$ cat src/hdl/twhl_pkg.sv
package twhl_pkg;

    // fixed field widths
    localparam int unsigned BYTE_W  = 8;
    localparam int unsigned COUNT_W = 24;

    // timeout register value after reset
    localparam logic [COUNT_W-1:0] TIMEOUT_RESET = 24'd1000;

    // request codes
    localparam logic [1:0] REQ_TICK = 2'd0;
    localparam logic [1:0] REQ_SEND = 2'd1;
    localparam logic [1:0] REQ_RECV = 2'd2;

    // link phases
    typedef enum logic [2:0] {
        PH_IDLE        = 3'd0,
        PH_S_IDLE      = 3'd1,
        PH_S_ACK_LOW   = 3'd2,
        PH_S_ACK_HIGH  = 3'd3,
        PH_R_DATA      = 3'd4,
        PH_R_DATA_HIGH = 3'd5
    } phase_t;

    // one result word from the core
    typedef struct packed {
        logic              red_pull_low;
        logic              white_pull_low;
        logic              busy_res;
        logic              done_res;
        logic              timed_out;
        logic [BYTE_W-1:0] rx_byte;
    } result_t;

endpackage

$ cat src/hdl/twhl_in_if.sv
interface twhl_in_if;
    logic       valid;
    logic       ready;
    logic [1:0] req_type;
    logic [7:0] tx_byte;
    logic       red_level;
    logic       white_level;

    modport source (output valid, output req_type, output tx_byte,
                    output red_level, output white_level, input ready);
    modport sink   (input valid, input req_type, input tx_byte,
                    input red_level, input white_level, output ready);
endinterface

$ cat src/hdl/twhl_out_if.sv
interface twhl_out_if;
    logic       valid;
    logic       ready;
    logic       red_pull_low;
    logic       white_pull_low;
    logic       busy_res;
    logic       done_res;
    logic       timed_out;
    logic [7:0] rx_byte;

    modport source (output valid, output red_pull_low, output white_pull_low,
                    output busy_res, output done_res, output timed_out,
                    output rx_byte, input ready);
    modport sink   (input valid, input red_pull_low, input white_pull_low,
                    input busy_res, input done_res, input timed_out,
                    input rx_byte, output ready);
endinterface

$ cat src/hdl/two_wire_handshake_link_port_unit.sv
// Two-wire open-drain handshake link port. Each input word is one tick: it carries the
// sampled red and white line levels and, while the port is idle, an optional request to
// send or receive one word of BITS_PER_WORD bits, LSB first, one bit per handshake.
// Every input word yields exactly one result word with the line drives, busy, done,
// timed_out and the received byte. The port takes one word per cycle while ready is
// high; the output register holds the result the cycle after acceptance, and ready
// drops only while that register holds an untaken result. timeout_ticks (reset 1000)
// sets the ticks allowed in each wait phase; zero means wait forever when receiving.
// Write it with timeout_we only while no transfer is in progress.
module two_wire_handshake_link_port_unit #(
    parameter int unsigned BITS_PER_WORD = 8
) (
    input  logic                          clk,
    input  logic                          rst_n,
    twhl_in_if.sink                       link_in,
    twhl_out_if.source                    link_out,
    input  logic                          timeout_we,
    input  logic [twhl_pkg::COUNT_W-1:0]  timeout_wdata
);

    logic [twhl_pkg::COUNT_W-1:0] timeout_reg;
    logic                         out_valid_reg;
    twhl_pkg::result_t            result_reg;
    twhl_pkg::result_t            result;
    logic                         accept;

    // word handshake on the input side
    assign link_in.ready = !out_valid_reg || link_out.ready;
    assign accept        = link_in.valid && link_in.ready;

    // timeout register
    always_ff @(posedge clk or negedge rst_n)
    begin
        if (!rst_n)
        begin
            timeout_reg <= twhl_pkg::TIMEOUT_RESET;
        end
        else if (timeout_we)
        begin
            timeout_reg <= timeout_wdata;
        end
    end

    twhl_core #(
        .BITS_PER_WORD (BITS_PER_WORD)
    ) u_core (
        .clk           (clk),
        .rst_n         (rst_n),
        .accept        (accept),
        .req_type      (link_in.req_type),
        .tx_byte       (link_in.tx_byte),
        .red_level     (link_in.red_level),
        .white_level   (link_in.white_level),
        .timeout_ticks (timeout_reg),
        .result        (result)
    );

    // output valid
    always_ff @(posedge clk or negedge rst_n)
    begin
        if (!rst_n)
        begin
            out_valid_reg <= 1'b0;
        end
        else if (accept)
        begin
            out_valid_reg <= 1'b1;
        end
        else if (link_out.ready)
        begin
            out_valid_reg <= 1'b0;
        end
    end

    // output payload
    always_ff @(posedge clk)
    begin
        if (accept)
        begin
            result_reg <= result;
        end
    end

    assign link_out.valid          = out_valid_reg;
    assign link_out.red_pull_low   = result_reg.red_pull_low;
    assign link_out.white_pull_low = result_reg.white_pull_low;
    assign link_out.busy_res       = result_reg.busy_res;
    assign link_out.done_res       = result_reg.done_res;
    assign link_out.timed_out      = result_reg.timed_out;
    assign link_out.rx_byte        = result_reg.rx_byte;

endmodule

$ cat src/hdl/twhl_core.sv
module twhl_core #(
    parameter int unsigned BITS_PER_WORD = 8
) (
    input  logic                            clk,
    input  logic                            rst_n,
    input  logic                            accept,
    input  logic [1:0]                      req_type,
    input  logic [twhl_pkg::BYTE_W-1:0]     tx_byte,
    input  logic                            red_level,
    input  logic                            white_level,
    input  logic [twhl_pkg::COUNT_W-1:0]    timeout_ticks,
    output twhl_pkg::result_t               result
);

    localparam int unsigned WIDE_W = (BITS_PER_WORD > twhl_pkg::BYTE_W) ?
                                     BITS_PER_WORD : twhl_pkg::BYTE_W;
    localparam int unsigned POS_W  = (BITS_PER_WORD > 1) ? $clog2(BITS_PER_WORD) : 1;
    localparam logic [POS_W-1:0] LAST_POS = POS_W'(BITS_PER_WORD - 1);

    twhl_pkg::phase_t                phase_reg, phase_next;
    logic                            receiving_reg, receiving_next;
    logic [POS_W-1:0]                bit_pos_reg, bit_pos_next;
    logic [BITS_PER_WORD-1:0]        shift_reg, shift_next;
    logic                            cur_bit_reg, cur_bit_next;
    logic [twhl_pkg::COUNT_W-1:0]    wait_count_reg, wait_count_next;
    logic                            red_drive_reg, red_drive_next;
    logic                            white_drive_reg, white_drive_next;

    logic                  unlimited;
    logic                  expired;
    logic                  waiting;
    logic                  met;
    logic                  tout;
    logic                  word_end;
    logic                  word_done;
    logic                  cmd_start;
    logic [WIDE_W-1:0]     tx_wide;
    logic [WIDE_W-1:0]     rx_wide;
    logic [BITS_PER_WORD-1:0] shift_in;

    // wait conditions for the current phase
    always_comb
    begin
        unlimited = receiving_reg && (timeout_ticks == '0);
        expired   = !unlimited && (wait_count_reg > timeout_ticks);
        cmd_start = (phase_reg == twhl_pkg::PH_IDLE) &&
                    ((req_type == twhl_pkg::REQ_SEND) || (req_type == twhl_pkg::REQ_RECV));
        waiting   = 1'b1;
        met       = 1'b0;
        unique case (phase_reg)
            twhl_pkg::PH_IDLE:        waiting = 1'b0;
            twhl_pkg::PH_S_IDLE:      met = red_level && white_level;
            twhl_pkg::PH_S_ACK_LOW:   met = !(cur_bit_reg ? red_level : white_level);
            twhl_pkg::PH_S_ACK_HIGH:  met = cur_bit_reg ? red_level : white_level;
            twhl_pkg::PH_R_DATA:      met = red_level != white_level;
            twhl_pkg::PH_R_DATA_HIGH: met = cur_bit_reg ? white_level : red_level;
            default:                  waiting = 1'b0;
        endcase
        tout      = waiting && !met && expired;
        word_end  = met && ((phase_reg == twhl_pkg::PH_S_ACK_HIGH) ||
                            (phase_reg == twhl_pkg::PH_R_DATA_HIGH));
        word_done = word_end && (bit_pos_reg == LAST_POS);
    end

    // next phase and wait counter
    always_comb
    begin
        phase_next      = phase_reg;
        wait_count_next = wait_count_reg;
        if (waiting && !met && !expired && (wait_count_reg != '1))
        begin
            wait_count_next = wait_count_reg + 1'b1;
        end
        unique case (phase_reg)
            twhl_pkg::PH_IDLE:
            begin
                if (cmd_start)
                begin
                    phase_next = (req_type == twhl_pkg::REQ_RECV) ?
                                 twhl_pkg::PH_R_DATA : twhl_pkg::PH_S_IDLE;
                    wait_count_next = '0;
                end
            end
            twhl_pkg::PH_S_IDLE:
            begin
                if (met)
                begin
                    phase_next      = twhl_pkg::PH_S_ACK_LOW;
                    wait_count_next = '0;
                end
            end
            twhl_pkg::PH_S_ACK_LOW:
            begin
                if (met)
                begin
                    phase_next      = twhl_pkg::PH_S_ACK_HIGH;
                    wait_count_next = '0;
                end
            end
            twhl_pkg::PH_S_ACK_HIGH:
            begin
                if (met)
                begin
                    phase_next      = word_done ? twhl_pkg::PH_IDLE : twhl_pkg::PH_S_IDLE;
                    wait_count_next = '0;
                end
            end
            twhl_pkg::PH_R_DATA:
            begin
                if (met)
                begin
                    phase_next      = twhl_pkg::PH_R_DATA_HIGH;
                    wait_count_next = '0;
                end
            end
            twhl_pkg::PH_R_DATA_HIGH:
            begin
                if (met)
                begin
                    phase_next      = word_done ? twhl_pkg::PH_IDLE : twhl_pkg::PH_R_DATA;
                    wait_count_next = '0;
                end
            end
            default:
            begin
                phase_next      = twhl_pkg::PH_IDLE;
                wait_count_next = '0;
            end
        endcase
        if (tout)
        begin
            phase_next      = twhl_pkg::PH_IDLE;
            wait_count_next = '0;
        end
    end

    // line drives, data shifting and result word
    always_comb
    begin
        tx_wide          = WIDE_W'(tx_byte);
        shift_in         = shift_reg >> 1;
        shift_in[BITS_PER_WORD-1] = cur_bit_reg;
        receiving_next   = receiving_reg;
        bit_pos_next     = bit_pos_reg;
        shift_next       = shift_reg;
        cur_bit_next     = cur_bit_reg;
        red_drive_next   = red_drive_reg;
        white_drive_next = white_drive_reg;
        unique case (phase_reg)
            twhl_pkg::PH_IDLE:
            begin
                if (cmd_start)
                begin
                    receiving_next   = (req_type == twhl_pkg::REQ_RECV);
                    shift_next       = (req_type == twhl_pkg::REQ_SEND) ?
                                       tx_wide[BITS_PER_WORD-1:0] : '0;
                    bit_pos_next     = '0;
                    cur_bit_next     = 1'b0;
                    red_drive_next   = 1'b0;
                    white_drive_next = 1'b0;
                end
            end
            twhl_pkg::PH_S_IDLE:
            begin
                if (met)
                begin
                    cur_bit_next = shift_reg[0];
                    if (shift_reg[0])
                    begin
                        white_drive_next = 1'b1;
                    end
                    else
                    begin
                        red_drive_next = 1'b1;
                    end
                end
            end
            twhl_pkg::PH_S_ACK_LOW:
            begin
                if (met)
                begin
                    red_drive_next   = 1'b0;
                    white_drive_next = 1'b0;
                end
            end
            twhl_pkg::PH_S_ACK_HIGH:
            begin
                if (met)
                begin
                    shift_next = shift_reg >> 1;
                end
            end
            twhl_pkg::PH_R_DATA:
            begin
                if (met)
                begin
                    cur_bit_next = red_level;
                    if (red_level)
                    begin
                        red_drive_next = 1'b1;
                    end
                    else
                    begin
                        white_drive_next = 1'b1;
                    end
                end
            end
            twhl_pkg::PH_R_DATA_HIGH:
            begin
                if (met)
                begin
                    red_drive_next   = 1'b0;
                    white_drive_next = 1'b0;
                    shift_next       = shift_in;
                end
            end
            default:
            begin
            end
        endcase
        // advance the bit position at the end of each handshake
        if (word_end)
        begin
            bit_pos_next = word_done ? '0 : POS_W'(bit_pos_reg + 1'b1);
        end
        if (tout)
        begin
            red_drive_next   = 1'b0;
            white_drive_next = 1'b0;
        end
        rx_wide               = WIDE_W'(shift_next);
        result.red_pull_low   = red_drive_next;
        result.white_pull_low = white_drive_next;
        result.busy_res       = (phase_next != twhl_pkg::PH_IDLE);
        result.done_res       = word_done || tout;
        result.timed_out      = tout;
        result.rx_byte        = (word_done && receiving_reg) ?
                                rx_wide[twhl_pkg::BYTE_W-1:0] : '0;
    end

    // state registers, advanced once per accepted word
    always_ff @(posedge clk or negedge rst_n)
    begin
        if (!rst_n)
        begin
            phase_reg       <= twhl_pkg::PH_IDLE;
            receiving_reg   <= 1'b0;
            bit_pos_reg     <= '0;
            shift_reg       <= '0;
            cur_bit_reg     <= 1'b0;
            wait_count_reg  <= '0;
            red_drive_reg   <= 1'b0;
            white_drive_reg <= 1'b0;
        end
        else if (accept)
        begin
            phase_reg       <= phase_next;
            receiving_reg   <= receiving_next;
            bit_pos_reg     <= bit_pos_next;
            shift_reg       <= shift_next;
            cur_bit_reg     <= cur_bit_next;
            wait_count_reg  <= wait_count_next;
            red_drive_reg   <= red_drive_next;
            white_drive_reg <= white_drive_next;
        end
    end

endmodule

$ cat src/flat_wrapper.sv
// flat-port wrapper written by rule: the top's interface ports become plain ports
module two_wire_handshake_link_port_unit_flat 
#(
    parameter int unsigned BITS_PER_WORD = 8
)
  (clk, rst_n, timeout_we, timeout_wdata, link_in_valid, link_in_req_type, link_in_tx_byte, link_in_red_level, link_in_white_level, link_in_ready, link_out_valid, link_out_red_pull_low, link_out_white_pull_low, link_out_busy_res, link_out_done_res, link_out_timed_out, link_out_rx_byte, link_out_ready);
  twhl_in_if link_in_i ();
  twhl_out_if link_out_i ();
  input  logic clk;
  input  logic rst_n;
  input  logic timeout_we;
  input  logic [twhl_pkg::COUNT_W-1:0] timeout_wdata;
  input wire logic [$bits(link_in_i.valid)-1:0] link_in_valid;
  input wire logic [$bits(link_in_i.req_type)-1:0] link_in_req_type;
  input wire logic [$bits(link_in_i.tx_byte)-1:0] link_in_tx_byte;
  input wire logic [$bits(link_in_i.red_level)-1:0] link_in_red_level;
  input wire logic [$bits(link_in_i.white_level)-1:0] link_in_white_level;
  output wire logic [$bits(link_in_i.ready)-1:0] link_in_ready;
  output wire logic [$bits(link_out_i.valid)-1:0] link_out_valid;
  output wire logic [$bits(link_out_i.red_pull_low)-1:0] link_out_red_pull_low;
  output wire logic [$bits(link_out_i.white_pull_low)-1:0] link_out_white_pull_low;
  output wire logic [$bits(link_out_i.busy_res)-1:0] link_out_busy_res;
  output wire logic [$bits(link_out_i.done_res)-1:0] link_out_done_res;
  output wire logic [$bits(link_out_i.timed_out)-1:0] link_out_timed_out;
  output wire logic [$bits(link_out_i.rx_byte)-1:0] link_out_rx_byte;
  input wire logic [$bits(link_out_i.ready)-1:0] link_out_ready;
  assign link_in_i.valid = link_in_valid;
  assign link_in_i.req_type = link_in_req_type;
  assign link_in_i.tx_byte = link_in_tx_byte;
  assign link_in_i.red_level = link_in_red_level;
  assign link_in_i.white_level = link_in_white_level;
  assign link_in_ready = link_in_i.ready;
  assign link_out_valid = link_out_i.valid;
  assign link_out_red_pull_low = link_out_i.red_pull_low;
  assign link_out_white_pull_low = link_out_i.white_pull_low;
  assign link_out_busy_res = link_out_i.busy_res;
  assign link_out_done_res = link_out_i.done_res;
  assign link_out_timed_out = link_out_i.timed_out;
  assign link_out_rx_byte = link_out_i.rx_byte;
  assign link_out_i.ready = link_out_ready;
  two_wire_handshake_link_port_unit #(.BITS_PER_WORD(BITS_PER_WORD)) u_core (.clk(clk), .rst_n(rst_n), .link_in(link_in_i), .link_out(link_out_i), .timeout_we(timeout_we), .timeout_wdata(timeout_wdata));
endmodule
$ cat config.mk
export PLATFORM = sky130hd
export DESIGN_NAME = two_wire_handshake_link_port_unit_flat
export DESIGN_NICKNAME = d
export VERILOG_FILES = /design/src/hdl/twhl_pkg.sv /design/src/hdl/twhl_in_if.sv /design/src/hdl/twhl_out_if.sv /design/src/hdl/two_wire_handshake_link_port_unit.sv /design/src/hdl/twhl_core.sv /design/src/flat_wrapper.sv
export SDC_FILE = /design/constraint.sdc
export NUM_CORES = 1
export LEC_CHECK = 0
export ABC_AREA = 1
export BUFFER_PORTS_ARGS = -buffer_cell sky130_fd_sc_hd__clkbuf_2
export CORE_MARGIN = 2
export CORE_UTILIZATION = 45
export CTS_CLUSTER_DIAMETER = 80
export DETAILED_ROUTE_END_ITERATION = 8
export SYNTH_ARGS = -nofsm -noshare
export SYNTH_HDL_FRONTEND = slang
export SYNTH_SLANG_ARGS = --single-unit
$ cat constraint.sdc
create_clock -name clk -period 3.04 [get_ports clk]
set_input_delay 0.152 -clock clk [delete_from_list [all_inputs] [get_ports clk]]
set_output_delay 0.152 -clock clk [all_outputs]
set_load 0.02 [all_outputs]
==> metrics.txt <==
Port Buffers 55; hold violation count in the final report 0; n_diodes 0; Final Critical Period 2480 ps; largest net degree at the start of global routing 49; CP endpoint kind register; routed wire length 12500 um; Synth Instances approximately 710; 1st-iter DRT viols 320; Least-Margin Pin Slew 706 ps; Seq pwr share 0.349; Max-slew headroom 0.529; RSZ-0062 raised after global routing no; drt pass-1 iters 4; switching fraction of total power 0.434; register-to-register setup slack 560 ps; Post-Layout Inst Area 0.00600 mm^2; GPL Wtd Cong between 0.9 and 1; crit path DAT ~2700 ps; initial core utilization 0.458; final worst path period share 0.815; max cap viols 0; Synth Net Count 785; total grt overflow 0; cell row count 39; Final setup viols 0; global-route wire length before repair 22000 um; crit-path cells inv_1, ha_1, a21o_1, nor2_1, nand2_1, nand2_1, nand3_1, nand2_2, nand3_2, inv_1, nand2_1, nand3_1, nand2_1; H-tree levels 3; Max Freq roughly 400 MHz; startpoint types register; Power Density 783 mW/mm^2; Comb pwr share 0.418; DR DRC count 0; Num CTS Buffers 9; crit path max-delay cell type dfstp_2; Crit Path Max Fanout 15; Area Overhead vs Synth 15.2%; # clock sinks 80; Crit path top cell by count nand2_1; yosys warns 0; Lkg Pwr between 3 and 4 nW; P_int 2.66 mW; Resized Gates After CTS 0; Yosys reg bits 80; CTS tree done; number of fillers in the final layout 1145; Die Width 112 um; GRT Total Usage 0.218; initial antenna violation count 0; register area share after synthesis 0.399; Die Y between 100 and 150 um; Clock Path Buffers 2; CTS clk-pin slew, worst paths about 60 ps; post-synthesis average cell area around 7.3 um^2; share of cells above drive strength 1 0.154; CP Class reg2reg; vias per inst 5.14; CP peak stage delay 510 ps; Mapped Area 0.00520 mm^2; Placement Setup Slack around 520 ps; Hold WC Path Type in2reg; Detailed Place HPWL between 9000 and 10000 um; Worst-Skew Late Latency 350 ps; hold slack roughly 13 ps; Buf+Inv Stages, Crit Path 2; io pins 56; Vias 4745; Die Area 0.0124 mm^2; clock power share 0.233; Fin Clk Skew 6.95 ps; Placeable Area 0.0114 mm^2; Setup TNS Final 0 ps; Nets approximately 850; data required time of the worst path about 3300 ps; antenna-violating nets left 0; root buf cell clkbuf_16; Cell Area, Placed ~0.0056 mm^2; number of distinct library cells after synthesis 40; vias in the first global route 4790; VDD IR max 0.408 mV; setup ws final between 500 and 600 ps; WL/cell 13.6 um; net switching power 2.04 mW; status finished clean; Final Max Slew Viols 0; CP delay by family, top simple AND/OR/NAND/NOR gates
[worst paths after layout]
kind | from | to | cells past startpoint
hold reg to reg | u_core.u_core.bit_pos_reg[0] | u_core.u_core.bit_pos_reg[0] | 1
setup / recovery | u_core.timeout_reg[7] | u_core.u_core.wait_count_reg[20] | 13
min in group asynchronous | rst_n | u_core.u_core.wait_count_reg[13] | 2
max in group asynchronous | rst_n | u_core.timeout_reg[9] | 3
setup reg to reg | u_core.timeout_reg[7] | u_core.u_core.wait_count_reg[20] | 13
hold / removal | timeout_wdata[15] | u_core.timeout_reg[15] | 3
[per-stage QoR]
stage	cells	utilization	power (mW)
after floorplan	714	-	3.09
after global placement	901	0.495	3.56
after detailed placement	901	0.495	3.62
after CTS	924	0.527	4.74
after global routing	924	0.527	5.10
final	924	0.527	4.69
[power groups by stage]
stage	Sequential, mW	Combinational [mW]	Clock, mW
after floorplan	1.56	1.53	0
after global placement	1.65	1.92	0
after detailed placement	1.65	1.97	0
after CTS	1.64	1.98	1.12
after global routing	1.67	2.26	1.16
final	1.64	1.96	1.09
[cell type report]
cell class              count  area (um^2)  share of cell area
multi-input cells         504         2620               0.436
flip-flops and latches     80         2070               0.346
repair buffers             72          420              0.0701
inverters                 109          409              0.0682
clock buffers              10          229              0.0382
well taps                 143          179              0.0298
clock inverters             6         68.8              0.0115
[timing repair]
action,in CTS,in global routing
setup endpoints to repair,0,0
hold buffers,7,0
buffers inserted,0,0
endpoints found under the hold margin,21,0
[cells in the final DEF (no fill, tap or decap), drive strengths merged]
master,count
ha,30
clkbuf,64
a22oi,3
nand3,61
a221oi,3
o22ai,1
xnor2,1
nand3b,1
nor4,1
inv,108
edfxtp,13
nand4,27
o21ai,54
a21boi,1
a21o,2
a21oi,18
nor3,10
buf,11
dlygate4sd3,7
dfrtp,61
xor2,9
clkinv,5
a22o,1
o21bai,7
nand2,205
and2,3
clkinvlp,1
o211ai,2
dfstp,6
bufinv,1
nor2,63
mux2i,1
[kinds of logic after synthesis]
logic type / count (synthesis) / synth area share
flip-flops: 80 / 0.399
multiplexers: 1 / 0.00192
AND/OR/NAND/NOR: 371 / 0.311
buffers and inverters: 130 / 0.0990
XOR/XNOR: 10 / 0.0168
adder cells (fa/ha/maj): 30 / 0.0721
AO/OA/AOI/OAI: 92 / 0.101
[cell usage after synthesis, drive strengths merged]
cell    instances  area share
nand3          61       0.061
ha             30       0.072
nor3           10       0.012
xor2            9       0.015
nor4            1      0.0012
o21bai          7       0.010
nand2         205        0.15
dfstp           6       0.030
xnor2           1      0.0017
o21ai          54       0.052
clkbuf         13      0.0094
a22o            1      0.0017
mux2i           1      0.0019
and2            3      0.0036
dfrtp          61        0.29
o22ai           1      0.0012
a22oi           3      0.0043
clkinv          2      0.0014
o211ai          2      0.0029
nor2           63       0.048
nand4          27       0.032
edfxtp         13       0.075
a21boi          1      0.0014
a221oi          3      0.0050
buf             8       0.011
nand3b          1      0.0014
inv           107       0.077
a21oi          18       0.019
a21o            2      0.0029
[per-layer routing]
layer,routed length [um],share of wire,track usage
met1,5510,0.44,0.268
met2,6170,0.49,0.376
met3,578,0.046,0.0332
met4,276,0.022,0.103
met5,0,0,0
[worst min-delay path, cell delays in order]
cell	delay [ps]
clkbuf_2	70
nand2_1	40
o21ai_0	60
Note: power is estimated with default switching activity, not from simulation.
